### config.mk
export PLATFORM = sky130hd
export DESIGN_NAME = line_point_generator_color_blend
export DESIGN_NICKNAME = d
export VERILOG_FILES = /design/src/sv/lpgcb_pkg.sv /design/src/sv/lpgcb_sub.sv /design/src/sv/lpgcb_mul.sv /design/src/sv/line_point_generator_color_blend.sv
export SDC_FILE = /design/constraint.sdc
export NUM_CORES = 2
export LEC_CHECK = 0
export ABC_CLOCK_PERIOD_IN_PS = 12300
export BUFFER_PORTS_ARGS = -buffer_cell sky130_fd_sc_hd__buf_2
export CORE_ASPECT_RATIO = 1.25
export CORE_MARGIN = 4
export CORE_UTILIZATION = 45
export CTS_BUF_LIST = sky130_fd_sc_hd__clkbuf_8
export CTS_CLUSTER_SIZE = 20
export DETAILED_ROUTE_END_ITERATION = 10
export PLACE_DENSITY = 0.6
export SLEW_MARGIN = 20
export SYNTH_ARGS = -nofsm -noshare
export SYNTH_HDL_FRONTEND = slang
export SYNTH_SLANG_ARGS = --single-unit
### constraint.sdc
create_clock -name clock -period 12.3 [get_ports clock]
set_input_delay 0.615 -clock clock [delete_from_list [all_inputs] [get_ports clock]]
set_output_delay 0.615 -clock clock [all_outputs]
set_load 0.02 [all_outputs]
### src/sv/lpgcb_pkg.sv
// ----------------------------------------------------------------------------
// lpgcb_pkg
// shared constants and types of the line point generator with color blend
// ----------------------------------------------------------------------------
`default_nettype none
package lpgcb_pkg;

   localparam int COORD_BITS = 11;
   localparam int FRAC_BITS  = 16;

   // half-pixel position width, square root digit pairs and widths
   localparam int H_W      = COORD_BITS + 1;
   localparam int SQ_PAIRS = COORD_BITS + 2 + FRAC_BITS;
   localparam int ROOT_W   = SQ_PAIRS;
   localparam int V_W      = 2 * COORD_BITS + 4;
   localparam int ALU_W    = (SQ_PAIRS + 3 > 2 * COORD_BITS + 2) ?
                             SQ_PAIRS + 3 : 2 * COORD_BITS + 2;
   localparam int MA_W     = (FRAC_BITS + 1 > H_W) ? FRAC_BITS + 1 : H_W;
   localparam int MB_W     = H_W;
   localparam int P_W      = MA_W + MB_W;
   localparam int CNT_W    = $clog2(SQ_PAIRS + 1);
   localparam int SUM_W    = FRAC_BITS + 9;

   localparam logic OP_LOAD = 1'b0;
   localparam logic OP_STEP = 1'b1;

   // result of the shared compare and subtract unit
   typedef struct packed {
      logic             ge;
      logic [ALU_W-1:0] diff;
   } sub_res_type;

   typedef enum logic [11:0] {
      ST_IDLE  = 12'b0000_0000_0001,
      ST_LMA   = 12'b0000_0000_0010,
      ST_LMB   = 12'b0000_0000_0100,
      ST_SQRT  = 12'b0000_0000_1000,
      ST_SMUL  = 12'b0000_0001_0000,
      ST_SDIV  = 12'b0000_0010_0000,
      ST_SMQ   = 12'b0000_0100_0000,
      ST_SMH   = 12'b0000_1000_0000,
      ST_RCMP  = 12'b0001_0000_0000,
      ST_RDIV  = 12'b0010_0000_0000,
      ST_BLEND = 12'b0100_0000_0000,
      ST_DONE  = 12'b1000_0000_0000
   } state_type;

endpackage
`default_nettype wire

### src/sv/lpgcb_sub.sv
// ----------------------------------------------------------------------------
// lpgcb_sub
// shared compare and subtract unit for square root and division steps
// ----------------------------------------------------------------------------
`default_nettype none
module lpgcb_sub (
   input  wire logic [lpgcb_pkg::ALU_W-1:0] a,
   input  wire logic [lpgcb_pkg::ALU_W-1:0] b,
   output lpgcb_pkg::sub_res_type           res
);

   logic [lpgcb_pkg::ALU_W:0] wide;

   assign wide     = {1'b0, a} - {1'b0, b};
   assign res.ge   = ~wide[lpgcb_pkg::ALU_W];
   assign res.diff = wide[lpgcb_pkg::ALU_W-1:0];

endmodule
`default_nettype wire

### src/sv/lpgcb_mul.sv
// ----------------------------------------------------------------------------
// lpgcb_mul
// shared unsigned multiplier for squares, slope product and color weights
// ----------------------------------------------------------------------------
`default_nettype none
module lpgcb_mul (
   input  wire logic [lpgcb_pkg::MA_W-1:0] a,
   input  wire logic [lpgcb_pkg::MB_W-1:0] b,
   output logic      [lpgcb_pkg::P_W-1:0]  p
);

   assign p = lpgcb_pkg::P_W'(a) * lpgcb_pkg::P_W'(b);

endmodule
`default_nettype wire

### src/sv/line_point_generator_color_blend.sv
// ----------------------------------------------------------------------------
// line_point_generator_color_blend
// line point walk with endpoint color blending, one shared subtract unit
// ----------------------------------------------------------------------------
// load item: squares of both spans, then the square root of their sum as the line length,
//   before the next item is taken; step item: from accept to result, in order:
//   slope multiply and divide, offset squares, square root, ratio compare,
//   ratio divide (skipped when the ratio saturates), 6 blend mults, then store
// one item in flight; result register lets the next item enter while it waits,
//   a finished step stalls in its last stage while the result register is full
// synchronous active-high reset: idle, no line active, no result pending
`default_nettype none
module line_point_generator_color_blend (
   input  wire logic        clock,
   input  wire logic        reset,
   input  wire logic        req_valid,
   output logic             req_ready,
   input  wire logic        req_opcode,
   input  wire logic [10:0] req_start_x,
   input  wire logic [10:0] req_start_y,
   input  wire logic [7:0]  req_start_red,
   input  wire logic [7:0]  req_start_green,
   input  wire logic [7:0]  req_start_blue,
   input  wire logic [10:0] req_end_x,
   input  wire logic [10:0] req_end_y,
   input  wire logic [7:0]  req_end_red,
   input  wire logic [7:0]  req_end_green,
   input  wire logic [7:0]  req_end_blue,
   output logic             rsp_valid,
   input  wire logic        rsp_ready,
   output logic [10:0]      rsp_pixel_x,
   output logic [10:0]      rsp_pixel_y,
   output logic [7:0]       rsp_pixel_red,
   output logic [7:0]       rsp_pixel_green,
   output logic [7:0]       rsp_pixel_blue,
   output logic             rsp_last_pixel
);

   localparam int CB = lpgcb_pkg::COORD_BITS;
   localparam int FB = lpgcb_pkg::FRAC_BITS;

   lpgcb_pkg::state_type state_ff, state_in;

   // line state
   logic                          active_ff, active_in;
   logic                          dir_ff, dir_in;
   logic                          ydown_ff, ydown_in;
   logic [lpgcb_pkg::H_W-1:0]     pos_ff, pos_in;
   logic [CB-1:0]                 x1_ff, x1_in, y1_ff, y1_in;
   logic [CB-1:0]                 adx_ff, adx_in, ady_ff, ady_in;
   logic [7:0]                    sc_ff [3];
   logic [7:0]                    ec_ff [3];
   logic                          col_we;
   logic [lpgcb_pkg::ROOT_W-1:0]  total_ff, total_in;

   // working registers
   logic                          isload_ff, isload_in;
   logic [lpgcb_pkg::ALU_W-1:0]   acc_ff, acc_in;
   logic [lpgcb_pkg::ROOT_W-1:0]  root_ff, root_in;
   logic [lpgcb_pkg::V_W-1:0]     v_ff, v_in;
   logic [lpgcb_pkg::CNT_W-1:0]   cnt_ff, cnt_in;
   logic [CB-1:0]                 q_ff, q_in;
   logic [FB:0]                   ratio_ff, ratio_in;
   logic [lpgcb_pkg::SUM_W-1:0]   sum_ff, sum_in;
   logic [7:0]                    chan_ff [3];
   logic                          chan_we;

   // result register
   logic                          rvalid_ff, rvalid_in;
   logic                          out_we;
   logic [CB-1:0]                 ox_ff, oy_ff;
   logic [7:0]                    or_ff, og_ff, ob_ff;
   logic                          olast_ff;

   // shared units
   logic [lpgcb_pkg::ALU_W-1:0]   sub_a, sub_b;
   lpgcb_pkg::sub_res_type        sub_res;
   logic [lpgcb_pkg::MA_W-1:0]    mul_a;
   logic [lpgcb_pkg::MB_W-1:0]    mul_b;
   logic [lpgcb_pkg::P_W-1:0]     mul_p;

   logic [lpgcb_pkg::ALU_W-1:0]   den_ext;
   logic [FB:0]                   coeff;
   logic [1:0]                    ch;
   logic [lpgcb_pkg::ROOT_W-1:0]  root_next;
   logic [CB:0]                   h_inc;
   logic                          last;
   logic [CB-1:0]                 px, py;
   logic                          accept;

   lpgcb_sub u_sub (.a(sub_a), .b(sub_b), .res(sub_res));
   lpgcb_mul u_mul (.a(mul_a), .b(mul_b), .p(mul_p));

   assign req_ready = (state_ff == lpgcb_pkg::ST_IDLE);
   assign accept    = req_valid && req_ready;

   assign den_ext   = lpgcb_pkg::ALU_W'({adx_ff, 1'b0});
   assign coeff     = (FB+1)'(1 << FB) - ratio_ff;
   assign ch        = cnt_ff[2:1];
   assign root_next = {root_ff[lpgcb_pkg::ROOT_W-2:0], sub_res.ge};
   assign h_inc     = pos_ff + lpgcb_pkg::H_W'(1);
   assign last      = h_inc >= {adx_ff, 1'b0};
   // pixel x: left walk rounds the half step up
   assign px        = dir_ff ? x1_ff - CB'(h_inc >> 1) : x1_ff + CB'(pos_ff >> 1);
   assign py        = ydown_ff ? y1_ff - q_ff : y1_ff + q_ff;

   // operand selection for the shared units
   always_comb begin
      sub_a = '0;
      sub_b = '0;
      mul_a = '0;
      mul_b = '0;
      case (state_ff)
         lpgcb_pkg::ST_SQRT: begin
            sub_a = {acc_ff[lpgcb_pkg::ALU_W-3:0], v_ff[lpgcb_pkg::V_W-1 -: 2]};
            sub_b = lpgcb_pkg::ALU_W'({root_ff, 2'b01});
         end
         lpgcb_pkg::ST_SDIV: begin
            sub_a = acc_ff;
            sub_b = den_ext << cnt_ff;
         end
         lpgcb_pkg::ST_RCMP: begin
            sub_a = lpgcb_pkg::ALU_W'(root_ff);
            sub_b = lpgcb_pkg::ALU_W'({total_ff, 1'b0});
         end
         lpgcb_pkg::ST_RDIV: begin
            sub_a = {acc_ff[lpgcb_pkg::ALU_W-2:0], 1'b0};
            sub_b = lpgcb_pkg::ALU_W'({total_ff, 1'b0});
         end
         lpgcb_pkg::ST_LMA: begin
            mul_a = lpgcb_pkg::MA_W'(adx_ff);
            mul_b = lpgcb_pkg::MB_W'(adx_ff);
         end
         lpgcb_pkg::ST_LMB: begin
            mul_a = lpgcb_pkg::MA_W'(ady_ff);
            mul_b = lpgcb_pkg::MB_W'(ady_ff);
         end
         lpgcb_pkg::ST_SMUL: begin
            mul_a = lpgcb_pkg::MA_W'(pos_ff);
            mul_b = lpgcb_pkg::MB_W'(ady_ff);
         end
         lpgcb_pkg::ST_SMQ: begin
            mul_a = lpgcb_pkg::MA_W'(q_ff);
            mul_b = lpgcb_pkg::MB_W'(q_ff);
         end
         lpgcb_pkg::ST_SMH: begin
            mul_a = lpgcb_pkg::MA_W'(pos_ff);
            mul_b = lpgcb_pkg::MB_W'(pos_ff);
         end
         lpgcb_pkg::ST_BLEND: begin
            mul_a = cnt_ff[0] ? lpgcb_pkg::MA_W'(ratio_ff) : lpgcb_pkg::MA_W'(coeff);
            mul_b = cnt_ff[0] ? lpgcb_pkg::MB_W'(ec_ff[ch]) : lpgcb_pkg::MB_W'(sc_ff[ch]);
         end
         default: begin
         end
      endcase
   end

   // sequencer
   always_comb begin
      state_in  = state_ff;
      active_in = active_ff;
      dir_in    = dir_ff;
      ydown_in  = ydown_ff;
      pos_in    = pos_ff;
      x1_in     = x1_ff;
      y1_in     = y1_ff;
      adx_in    = adx_ff;
      ady_in    = ady_ff;
      total_in  = total_ff;
      isload_in = isload_ff;
      acc_in    = acc_ff;
      root_in   = root_ff;
      v_in      = v_ff;
      cnt_in    = cnt_ff;
      q_in      = q_ff;
      ratio_in  = ratio_ff;
      sum_in    = sum_ff;
      col_we    = 1'b0;
      chan_we   = 1'b0;
      out_we    = 1'b0;
      rvalid_in = rvalid_ff && !rsp_ready;
      case (state_ff)
         lpgcb_pkg::ST_IDLE: begin
            if (accept) begin
               if (req_opcode == lpgcb_pkg::OP_LOAD) begin
                  col_we    = 1'b1;
                  x1_in     = req_start_x;
                  y1_in     = req_start_y;
                  dir_in    = req_start_x > req_end_x;
                  ydown_in  = req_end_y < req_start_y;
                  adx_in    = (req_start_x > req_end_x) ? req_start_x - req_end_x
                                                        : req_end_x - req_start_x;
                  ady_in    = (req_start_y > req_end_y) ? req_start_y - req_end_y
                                                        : req_end_y - req_start_y;
                  pos_in    = '0;
                  active_in = req_start_x != req_end_x;
                  isload_in = 1'b1;
                  // equal-x line: nothing more to compute
                  if (req_start_x != req_end_x) begin
                     state_in = lpgcb_pkg::ST_LMA;
                  end
               end else if (active_ff) begin
                  isload_in = 1'b0;
                  state_in  = lpgcb_pkg::ST_SMUL;
               end
            end
         end
         lpgcb_pkg::ST_LMA: begin
            acc_in   = lpgcb_pkg::ALU_W'(mul_p);
            state_in = lpgcb_pkg::ST_LMB;
         end
         lpgcb_pkg::ST_LMB: begin
            v_in     = lpgcb_pkg::V_W'(acc_ff) + lpgcb_pkg::V_W'(mul_p);
            acc_in   = '0;
            root_in  = '0;
            cnt_in   = lpgcb_pkg::CNT_W'(lpgcb_pkg::SQ_PAIRS - 1);
            state_in = lpgcb_pkg::ST_SQRT;
         end
         lpgcb_pkg::ST_SQRT: begin
            // one root digit per cycle, radicand pairs shift out of v
            acc_in  = sub_res.ge ? sub_res.diff : sub_a;
            root_in = root_next;
            v_in    = {v_ff[lpgcb_pkg::V_W-3:0], 2'b00};
            cnt_in  = cnt_ff - lpgcb_pkg::CNT_W'(1);
            if (cnt_ff == '0) begin
               if (isload_ff) begin
                  total_in = root_next;
                  state_in = lpgcb_pkg::ST_IDLE;
               end else begin
                  state_in = lpgcb_pkg::ST_RCMP;
               end
            end
         end
         lpgcb_pkg::ST_SMUL: begin
            // upward walk floors, downward walk rounds the offset up
            acc_in   = lpgcb_pkg::ALU_W'(mul_p) +
                       (ydown_ff ? den_ext - lpgcb_pkg::ALU_W'(1) : '0);
            root_in  = '0;
            cnt_in   = lpgcb_pkg::CNT_W'(CB - 1);
            state_in = lpgcb_pkg::ST_SDIV;
         end
         lpgcb_pkg::ST_SDIV: begin
            acc_in  = sub_res.ge ? sub_res.diff : acc_ff;
            root_in = root_next;
            cnt_in  = cnt_ff - lpgcb_pkg::CNT_W'(1);
            if (cnt_ff == '0) begin
               q_in     = root_next[CB-1:0];
               state_in = lpgcb_pkg::ST_SMQ;
            end
         end
         lpgcb_pkg::ST_SMQ: begin
            acc_in   = lpgcb_pkg::ALU_W'(mul_p) << 2;
            state_in = lpgcb_pkg::ST_SMH;
         end
         lpgcb_pkg::ST_SMH: begin
            v_in     = lpgcb_pkg::V_W'(acc_ff) + lpgcb_pkg::V_W'(mul_p);
            acc_in   = '0;
            root_in  = '0;
            cnt_in   = lpgcb_pkg::CNT_W'(lpgcb_pkg::SQ_PAIRS - 1);
            state_in = lpgcb_pkg::ST_SQRT;
         end
         lpgcb_pkg::ST_RCMP: begin
            // distance at or past the full length saturates the ratio
            if (total_ff == '0 || sub_res.ge) begin
               ratio_in = (FB+1)'(1 << FB);
               cnt_in   = '0;
               state_in = lpgcb_pkg::ST_BLEND;
            end else begin
               acc_in   = lpgcb_pkg::ALU_W'(root_ff);
               root_in  = '0;
               cnt_in   = lpgcb_pkg::CNT_W'(FB - 1);
               state_in = lpgcb_pkg::ST_RDIV;
            end
         end
         lpgcb_pkg::ST_RDIV: begin
            acc_in  = sub_res.ge ? sub_res.diff : sub_a;
            root_in = root_next;
            cnt_in  = cnt_ff - lpgcb_pkg::CNT_W'(1);
            if (cnt_ff == '0) begin
               ratio_in = (FB+1)'(root_next[FB-1:0]);
               cnt_in   = '0;
               state_in = lpgcb_pkg::ST_BLEND;
            end
         end
         lpgcb_pkg::ST_BLEND: begin
            // even count: start weight, odd count: end weight, then store
            sum_in = (cnt_ff[0] ? sum_ff : '0) + lpgcb_pkg::SUM_W'(mul_p);
            cnt_in = cnt_ff + lpgcb_pkg::CNT_W'(1);
            if (cnt_ff[0]) begin
               chan_we = 1'b1;
            end
            if (cnt_ff == lpgcb_pkg::CNT_W'(5)) begin
               state_in = lpgcb_pkg::ST_DONE;
            end
         end
         lpgcb_pkg::ST_DONE: begin
            // wait for the result register to free up
            if (!rvalid_ff || rsp_ready) begin
               out_we    = 1'b1;
               rvalid_in = 1'b1;
               if (last) begin
                  active_in = 1'b0;
               end else begin
                  pos_in = h_inc[lpgcb_pkg::H_W-1:0];
               end
               state_in = lpgcb_pkg::ST_IDLE;
            end
         end
         default: begin
            state_in = lpgcb_pkg::ST_IDLE;
         end
      endcase
   end

   always_ff @(posedge clock) begin
      if (reset) begin
         state_ff  <= lpgcb_pkg::ST_IDLE;
         active_ff <= 1'b0;
         rvalid_ff <= 1'b0;
         dir_ff    <= 1'b0;
         pos_ff    <= '0;
      end else begin
         state_ff  <= state_in;
         active_ff <= active_in;
         rvalid_ff <= rvalid_in;
         dir_ff    <= dir_in;
         pos_ff    <= pos_in;
      end
   end

   always_ff @(posedge clock) begin
      ydown_ff  <= ydown_in;
      x1_ff     <= x1_in;
      y1_ff     <= y1_in;
      adx_ff    <= adx_in;
      ady_ff    <= ady_in;
      total_ff  <= total_in;
      isload_ff <= isload_in;
      acc_ff    <= acc_in;
      root_ff   <= root_in;
      v_ff      <= v_in;
      cnt_ff    <= cnt_in;
      q_ff      <= q_in;
      ratio_ff  <= ratio_in;
      sum_ff    <= sum_in;
      if (col_we) begin
         sc_ff[0] <= req_start_red;
         sc_ff[1] <= req_start_green;
         sc_ff[2] <= req_start_blue;
         ec_ff[0] <= req_end_red;
         ec_ff[1] <= req_end_green;
         ec_ff[2] <= req_end_blue;
      end
      if (chan_we) begin
         chan_ff[ch] <= sum_in[FB+7:FB];
      end
      if (out_we) begin
         ox_ff    <= px;
         oy_ff    <= py;
         or_ff    <= chan_ff[0];
         og_ff    <= chan_ff[1];
         ob_ff    <= chan_ff[2];
         olast_ff <= last;
      end
   end

   assign rsp_valid       = rvalid_ff;
   assign rsp_pixel_x     = ox_ff;
   assign rsp_pixel_y     = oy_ff;
   assign rsp_pixel_red   = or_ff;
   assign rsp_pixel_green = og_ff;
   assign rsp_pixel_blue  = ob_ff;
   assign rsp_last_pixel  = olast_ff;

   // a step is only worked on for an active line
   a_step_active: assert property (@(posedge clock) disable iff (reset)
      (state_ff == lpgcb_pkg::ST_SMUL) |-> active_ff)
      else $error("step started without an active line");

   // a result appears only out of the final stage
   a_rsp_source: assert property (@(posedge clock) disable iff (reset)
      $rose(rvalid_ff) |-> $past(state_ff == lpgcb_pkg::ST_DONE))
      else $error("result raised outside the final stage");

   // the ratio divide never runs on a zero length
   a_ratio_den: assert property (@(posedge clock) disable iff (reset)
      (state_ff == lpgcb_pkg::ST_RDIV) |-> (total_ff != '0))
      else $error("ratio divide with zero length");

endmodule
`default_nettype wire
# [Word-level counts from Yosys, hierarchy flattened]
# Memory sizes are Yosys's and may differ from the RTL's. A register that Yosys moved wholly into a read port is not among the register bits.
# Index checks and enable logic that the tools add are counted.
[totals] register_bits=270 latchBits=0 mem_bits_rw=72 romBits=0 out_inout_bits=49 wordCells=176 mem_count=3
[memory_table] memory="chan_ff" words=3 width=8 read_ports=3 rd_clocked_by_memory_dff=3 wr=1 line_no="line_point_generator_color_blend.sv:65" source="logic [7:0] chan_ff [3];"
[memory_table] memory="ec_ff" words=3 width=8 read_ports=1 rd_clocked_by_memory_dff=1 wr=3 line_no="line_point_generator_color_blend.sv:52" source="logic [7:0] ec_ff [3];"
[memory_table] memory="sc_ff" words=3 width=8 read_ports=1 rd_clocked_by_memory_dff=1 wr=3 line_no="line_point_generator_color_blend.sv:51" source="logic [7:0] sc_ff [3];"
[classes] add_sub_neg=17 n_mul=1 div_mod_pow=0 order_cmp=4 eq_ne=29 shifts=1 n_mux=64 n_bitwise=2 reduce_logical=32
[op_table] operator="32-bit case mux with 7 select lines" count=1
[op_table] operator="12-bit two-way mux" count=13
[op_table] operator="12-bit case mux with 11 select lines" count=1
[op_table] operator="32-bit two-way mux" count=4
[op_table] operator="32-bit case mux with 4 select lines" count=1
[op_table] operator="32-bit case mux with 3 select lines" count=1
[op_table] operator="29-bit case mux with 3 select lines" count=1
[op_table] operator="17-bit case mux with 5 select lines" count=1
[op_table] operator="11-bit subtractor" count=6
[op_table] operator="12-bit case mux with 5 select lines" count=1
[op_table] operator="11-bit two-way mux" count=5
[op_table] operator="26-bit case mux with 2 select lines" count=1
[op_table] operator="17-bit two-way mux" count=3
[op_table] operator="17-bit case mux with 2 select lines" count=1
[op_table] operator="32-bit by 32-bit subtractor with 33-bit output" count=1
[op_table] operator="29-bit by 32-bit adder with 32-bit output" count=1
[op_table] operator="12-bit by 5-bit << shifter with 32-bit output" count=1
[op_table] operator="5-bit case mux with 6 select lines" count=1
[op_table] operator="29-bit logical NOT" count=1
[op_table] operator="17-bit by 12-bit multiplier with 29-bit output" count=1
[op_table] operator="29-bit two-way mux" count=1
[op_table] operator="26-bit adder" count=1
[op_table] operator="25-bit adder" count=1
[op_table] operator="25-bit two-way mux" count=1
[op_table] operator="other kinds (51)" count=100

# [Depth between registers and ports, before layout]
[depth] ltp_word=9 mapped_depth=39 mapped_depth_nobuf=36

# [Hierarchy]
# A second synthesis with hierarchy kept.
[hier_totals] cells_unflattened=3489 hier_area_um2=32543.7
[modules_own_cells] mod="line_point_generator_color_blend" n_inst=1 cells_each=2416 area_each_um2=24048.1 seq_area_each_um2=10650.2
[modules_own_cells] mod="lpgcb_mul" n_inst=1 cells_each=797 area_each_um2=6581.3 seq_area_each_um2=0.0
[modules_own_cells] mod="lpgcb_sub" n_inst=1 cells_each=276 area_each_um2=1914.3 seq_area_each_um2=0.0

# [Least setup slack after synthesis]
# OpenSTA, ideal clock, no wires.
[synth_path] kind="reg2reg" from="register state_ff[4]" to="register acc_ff[29] (netlist bit), data pin" setup_time_ns=0.271 arrival_ns=9.111 t_required_ns=12.029 slack_ns=2.918 stages_incl_launch_ff=34 synth_period_minus_slack_ns=9.382 cell_sequence="dfxtp_1 -> or4_1 -> buf_2 -> nor3_1 -> nand4b_1 -> inv_1 -> buf_1 -> a221oi_1 -> nand2_1 -> nand2_1 -> fa_1 -> fa_1 -> inv_1 -> fa_1 -> fa_1 -> inv_1 -> fa_1 -> inv_1 -> ha_1 -> a21o_1 -> a2111o_1 -> a21oi_1 -> o31ai_1 -> xor2_1 -> ha_1 -> nand4_1 -> nor2_1 -> a211o_1 -> a221o_1 -> o31a_1 -> a221oi_1 -> xnor2_1 -> a222oi_1 -> o21ai_0"
[synth_between] elab_chain_cells=6
[synth_lines] element="start, declared" line_no="line_point_generator_color_blend.sv:42" source="lpgcb_pkg::state_type state_ff, state_in;"
[synth_lines] element="start signal, assigned" line_no="line_point_generator_color_blend.sv:318" source="state_ff <= lpgcb_pkg::ST_IDLE;"
[synth_lines] element="start signal, assigned" line_no="line_point_generator_color_blend.sv:324" source="state_ff <= state_in;"
[synth_lines] element="12-bit by 8-bit equality test with 1-bit output, or another cell as far along" line_no="line_point_generator_color_blend.sv:113, line_point_generator_color_blend.sv:183"
[synth_lines] element="2-bit OR reduction (no source line)"
[synth_lines] element="17-bit case mux with 5 select lines, or another cell as far along" line_no="line_point_generator_color_blend.sv:113" source="case (state_ff)"
[synth_lines] element="17-bit by 12-bit multiplier with 29-bit output / 32-bit by 32-bit subtractor with 33-bit output (equally long branches)" line_no="lpgcb_mul.sv:12, lpgcb_sub.sv:14"
[synth_lines] element="29-bit by 32-bit adder with 32-bit output, or another cell as far along" line_no="line_point_generator_color_blend.sv:237" source="acc_in = lpgcb_pkg::ALU_W'(mul_p) +"
[synth_lines] element="32-bit case mux with 7 select lines (*)" line_no="line_point_generator_color_blend.sv:183" source="case (state_ff)"
[synth_lines] element="net acc_in, one bit" line_no="line_point_generator_color_blend.sv:58" source="logic [lpgcb_pkg::ALU_W-1:0] acc_ff, acc_in;"
[synth_lines] element="end signal, assigned" line_no="line_point_generator_color_blend.sv:340" source="acc_ff <= acc_in;"
[synth_lines] element="end, declared" line_no="line_point_generator_color_blend.sv:58"
# The timed path passes the listed nets; every way through them passes the cells marked *. The select of a mux whose other input is x is not followed.
# A chain may end at the register's enable or synchronous reset.

# [Worst setup path in the final report]
# Same ends and word-level chain as after synthesis.

==> results by group <==
Power and ir drop
  – Sw Ratio: 32.7%
  – Switch Pwr: 0.00114 W
  – Sequential group share of total power: about 43%
  – Portion of total power attributed to the clock network: 34.5%
  – Cell leakage power: 15.6 nW
  – Cell-internal power: 0.00234 W
  – Maximum vdd ir drop: 72.8 uV
  – Cell area power density: around 97 nW/um^2
  – Comb power frac: 22.6%

Critical path
  – Slowest cell on the critical path: or4_1
  – Largest fanout of any net on the critical path: 38
  – Crit-path leading delay family: adder cells
  – Critical Setup Path Class: flop to flop
  – Critical Path AT: 11490 ps
  – Maximum single-stage delay on the critical path: 680 ps
  – Required time of the critical path: 12680 ps
  – Number of cell instances on the worst register-to-register path: 34
  – Number of gates on the worst path with buffers counted: 34
  – Crit. End Element: flop
  – Buffers & Inverters on Critical Path: 5
  – Startpoint kind of the worst setup timing path: flop

Synthesis
  – Cell with the most instances after synthesis: nand2_1
  – Share of async-settable or async-resettable flops after synthesis: 0%
  – Proportion of netlist area held by the largest area contributor: 30.3%
  – Cell count after synthesis: about 3500
  – Cell taking the most area after synthesis: edfxtp_1
  – Sequential cell area fraction in the yosys report: 32.6%
  – Synthesized flop and latch total: 367
  – Total of warnings raised by yosys: 0
  – Avg Synthesized Cell Area: around 9.4 sq um
  – Commonest cells in the netlist: 369 x nand2_1, 335 x inv_1, 330 x edfxtp_1, 260 x ha_1, 221 x nor2_1
  – Number of distinct library cells after synthesis: 93
  – Top FF cell, synth: edfxtp_1
  – Mapped Area: 32700 sq um
  – Top area cells in the synthesized netlist: edfxtp_1 30%, ha_1 10%, fa_1 9.8%, nand2_1 4.2%, inv_1 3.9%
  – Number of flops mapped to enable cells by yosys: 330

STA
  – Number of max-slew violations in the final report: 0
  – Number of setup violations in the final report: 0
  – Worst hold margin: 49.3 ps
  – Max Fclk: 90.1 MHz
  – Final Hold Violating Endpoints: 0
  – Clock skew: 78.0 ps
  – Worst-Margin Slew: 1120 ps
  – Tightest slew margin relative to the limit: 25.1%
  – Crit share post-route: 90.3%
  – Setup repair after global routing missed its margin: false
  – Final TNS setup: 0 ps
  – Post-layout minimum cycle time: 11100 ps

Die
  – Row Count: 110
  – IO Pins: 146
  – Die Span X: roughly 250 um
  – Core area: slightly above 70000 sq um
  – Area of the die: 77000 sq um
  – Die height: about 310 um
  – Starting density of the core: 45.4%

Clocking
  – Resize count post-CTS: 0
  – Clk sinks: 367
  – Root buffer selected by CTS: clkbuf_8
  – H-Tree Level Count: 3
  – Clock slew seen by the registers of the worst setup and hold paths: 90 ps
  – Post-CTS setup-driven buffer insertion count: 0
  – Skew-Pair Late Insertion Delay: between 700 and 800 ps
  – Total clock buffers created by CTS: 68
  – Clock tree from TritonCTS: built
  – Cts hold-fix bufs: 0
  – Clock buffer depth: 3

Detailed routing
  – Final routed wire length divided by cell count: approximately 23 um
  – Starting DRC count in detailed routing: 2682
  – Count of TritonRoute iterations in the first routing pass: 6
  – DRC viols: 0
  – Routed Wire Length: 106 mm
  – Residual antenna-violating net count after detailed routing: 0
  – Via/cell ratio: 5.94
  – Vias after detailed routing: 27506

Hold path
  – Hold Path Cell Cnt: 1
  – Path class of the lowest-slack min-delay path: primary input to flop

Layout
  – # fillers: 6795
  – Finished Layout Cells: 4628
  – Syn-to-layout area delta: 9.73%
  – Share of post-route cells with drive strength above 1: 10.3%
  – Net count of the finished layout: 4139
  – Final core utilization: 49.8%
  – Cell area after layout: 35800 sq um

Run
  – Max-cap violations: 0

GRT
  – Remaining Overflow, GRT: 0
  – Maximum number of pins on one net before global-route repair: 65
  – Number of antenna violations at the first check in global routing: 4
  – Vias in the first global route: 27368
  – Total track usage: between 20% and 30%
  – First-pass GRT wire length: ~160 mm

Place
  – GPL Wtd Cong: 0.999
  – Port Buffers: ~150
  – Instance area at placement: 34500 sq um
  – Cell count after placement: 4504
  – Detail Placement HPWL: 82.4 mm

Status
  – Outcome: completed
## layout by cell type (no fill, tap or decap), types with 103 or more instances in the layout
cell	n
ha_1	260
fa_1	160
nand2_1	369
inv_1	349
edfxtp_1	330
xnor2_1	107
o21ai_0	158
nor2_1	217
a21oi_1	216
buf_2	145
and2_1	103
## logic make-up (layout without fill, tap and decap cells)
kind of cell | Yosys count | in the layout | synth area share [%]
mux | 75 | 75 | 2.72
compound gates | 872 | 872 | 18.3
buf+inv | 486 | 660 | 5.74
simple gates | 1080 | 1080 | 16.0
xor+xnor | 180 | 180 | 4.83
fa+ha+maj | 420 | 420 | 19.8
other cells | 2 | 22 | 0.0230
flops | 367 | 367 | 32.6
## power by group through the flow
stage                     clock, W  sequential [W]  combinational, W
after floorplan                  0         0.00148          0.000549
after global placement           0         0.00152          0.000746
after detailed placement         0         0.00152          0.000747
after CTS                  0.00123         0.00149          0.000752
after global routing       0.00129         0.00150          0.000858
final                      0.00120         0.00149          0.000783
## cell type report
type	instances	area [sq um]	share of cell area, %
inverter	338	1270	3.54
tap	952	1190	3.32
sequential	367	10700	29.7
multi-input combinational	2647	20300	56.6
clock inverter	53	364	1.02
antenna	2	5.00	0.0140
timing repair buffer	200	1140	3.18
clock buffer	69	950	2.65
## worst register-to-register path, delay by kind of cell, from the launching register on
family | cells | cell delay (ps)
AOI/OAI and AO/OA | 14 | 3150
xor gates and xnor gates | 2 | 790
adders and majority gates | 7 | 3220
buffers and inverters | 5 | 1070
DFF | 1 | 350
and+or+nand+nor | 6 | 2170
## registers in the layout, indices dropped and copies added, names as in the netlist, 11 cells and up, named ones only
name and cells:
total_ff 29, v_ff 26, pos_ff 12, adx_ff 11, ady_ff 11, chan_ff 24
rsp_pixel_x 11, rsp_pixel_y 11, x1_ff 11, q_ff 11, ec_ff 24, y1_ff 11
sum_ff 24, sc_ff 24, acc_ff 32, root_ff 29, ratio_ff 17, state_ff 12
## worst paths after layout
check | start | to | slack [ps]
max | state_ff[4]$_SDFFE_PP0P_ | acc_ff[29]$_DFFE_PP_ | 1200
min | req_end_red[0] | ec_ff[0][0]$_DFFE_PP_ | 50
max reg2reg | state_ff[4]$_SDFFE_PP0P_ | acc_ff[29]$_DFFE_PP_ | 1200
min reg2reg | chan_ff[0][5]$_DFFE_PP_ | rsp_pixel_red[5]$_DFFE_PP_ | 400
## routing by layer
layer  track usage [%]  vias up  share of wire, %  wire [um]
met5                 0        -             0.040         42
met4              13.1        6               5.1       5360
met3              4.14      247               6.7       7130
met2              47.4     1015                49      51600
met1              33.2    13372                40      42000
li1                  -    12866                 -          -
## stage by stage
stage                     total power, W  worst slack [ps]
after floorplan                  0.00203              2920
after global placement           0.00226              1510
after detailed placement         0.00226              1420
after CTS                        0.00347              1350
after global routing             0.00364               646
final                            0.00347              1200
Power figures use the tool's default switching activity.
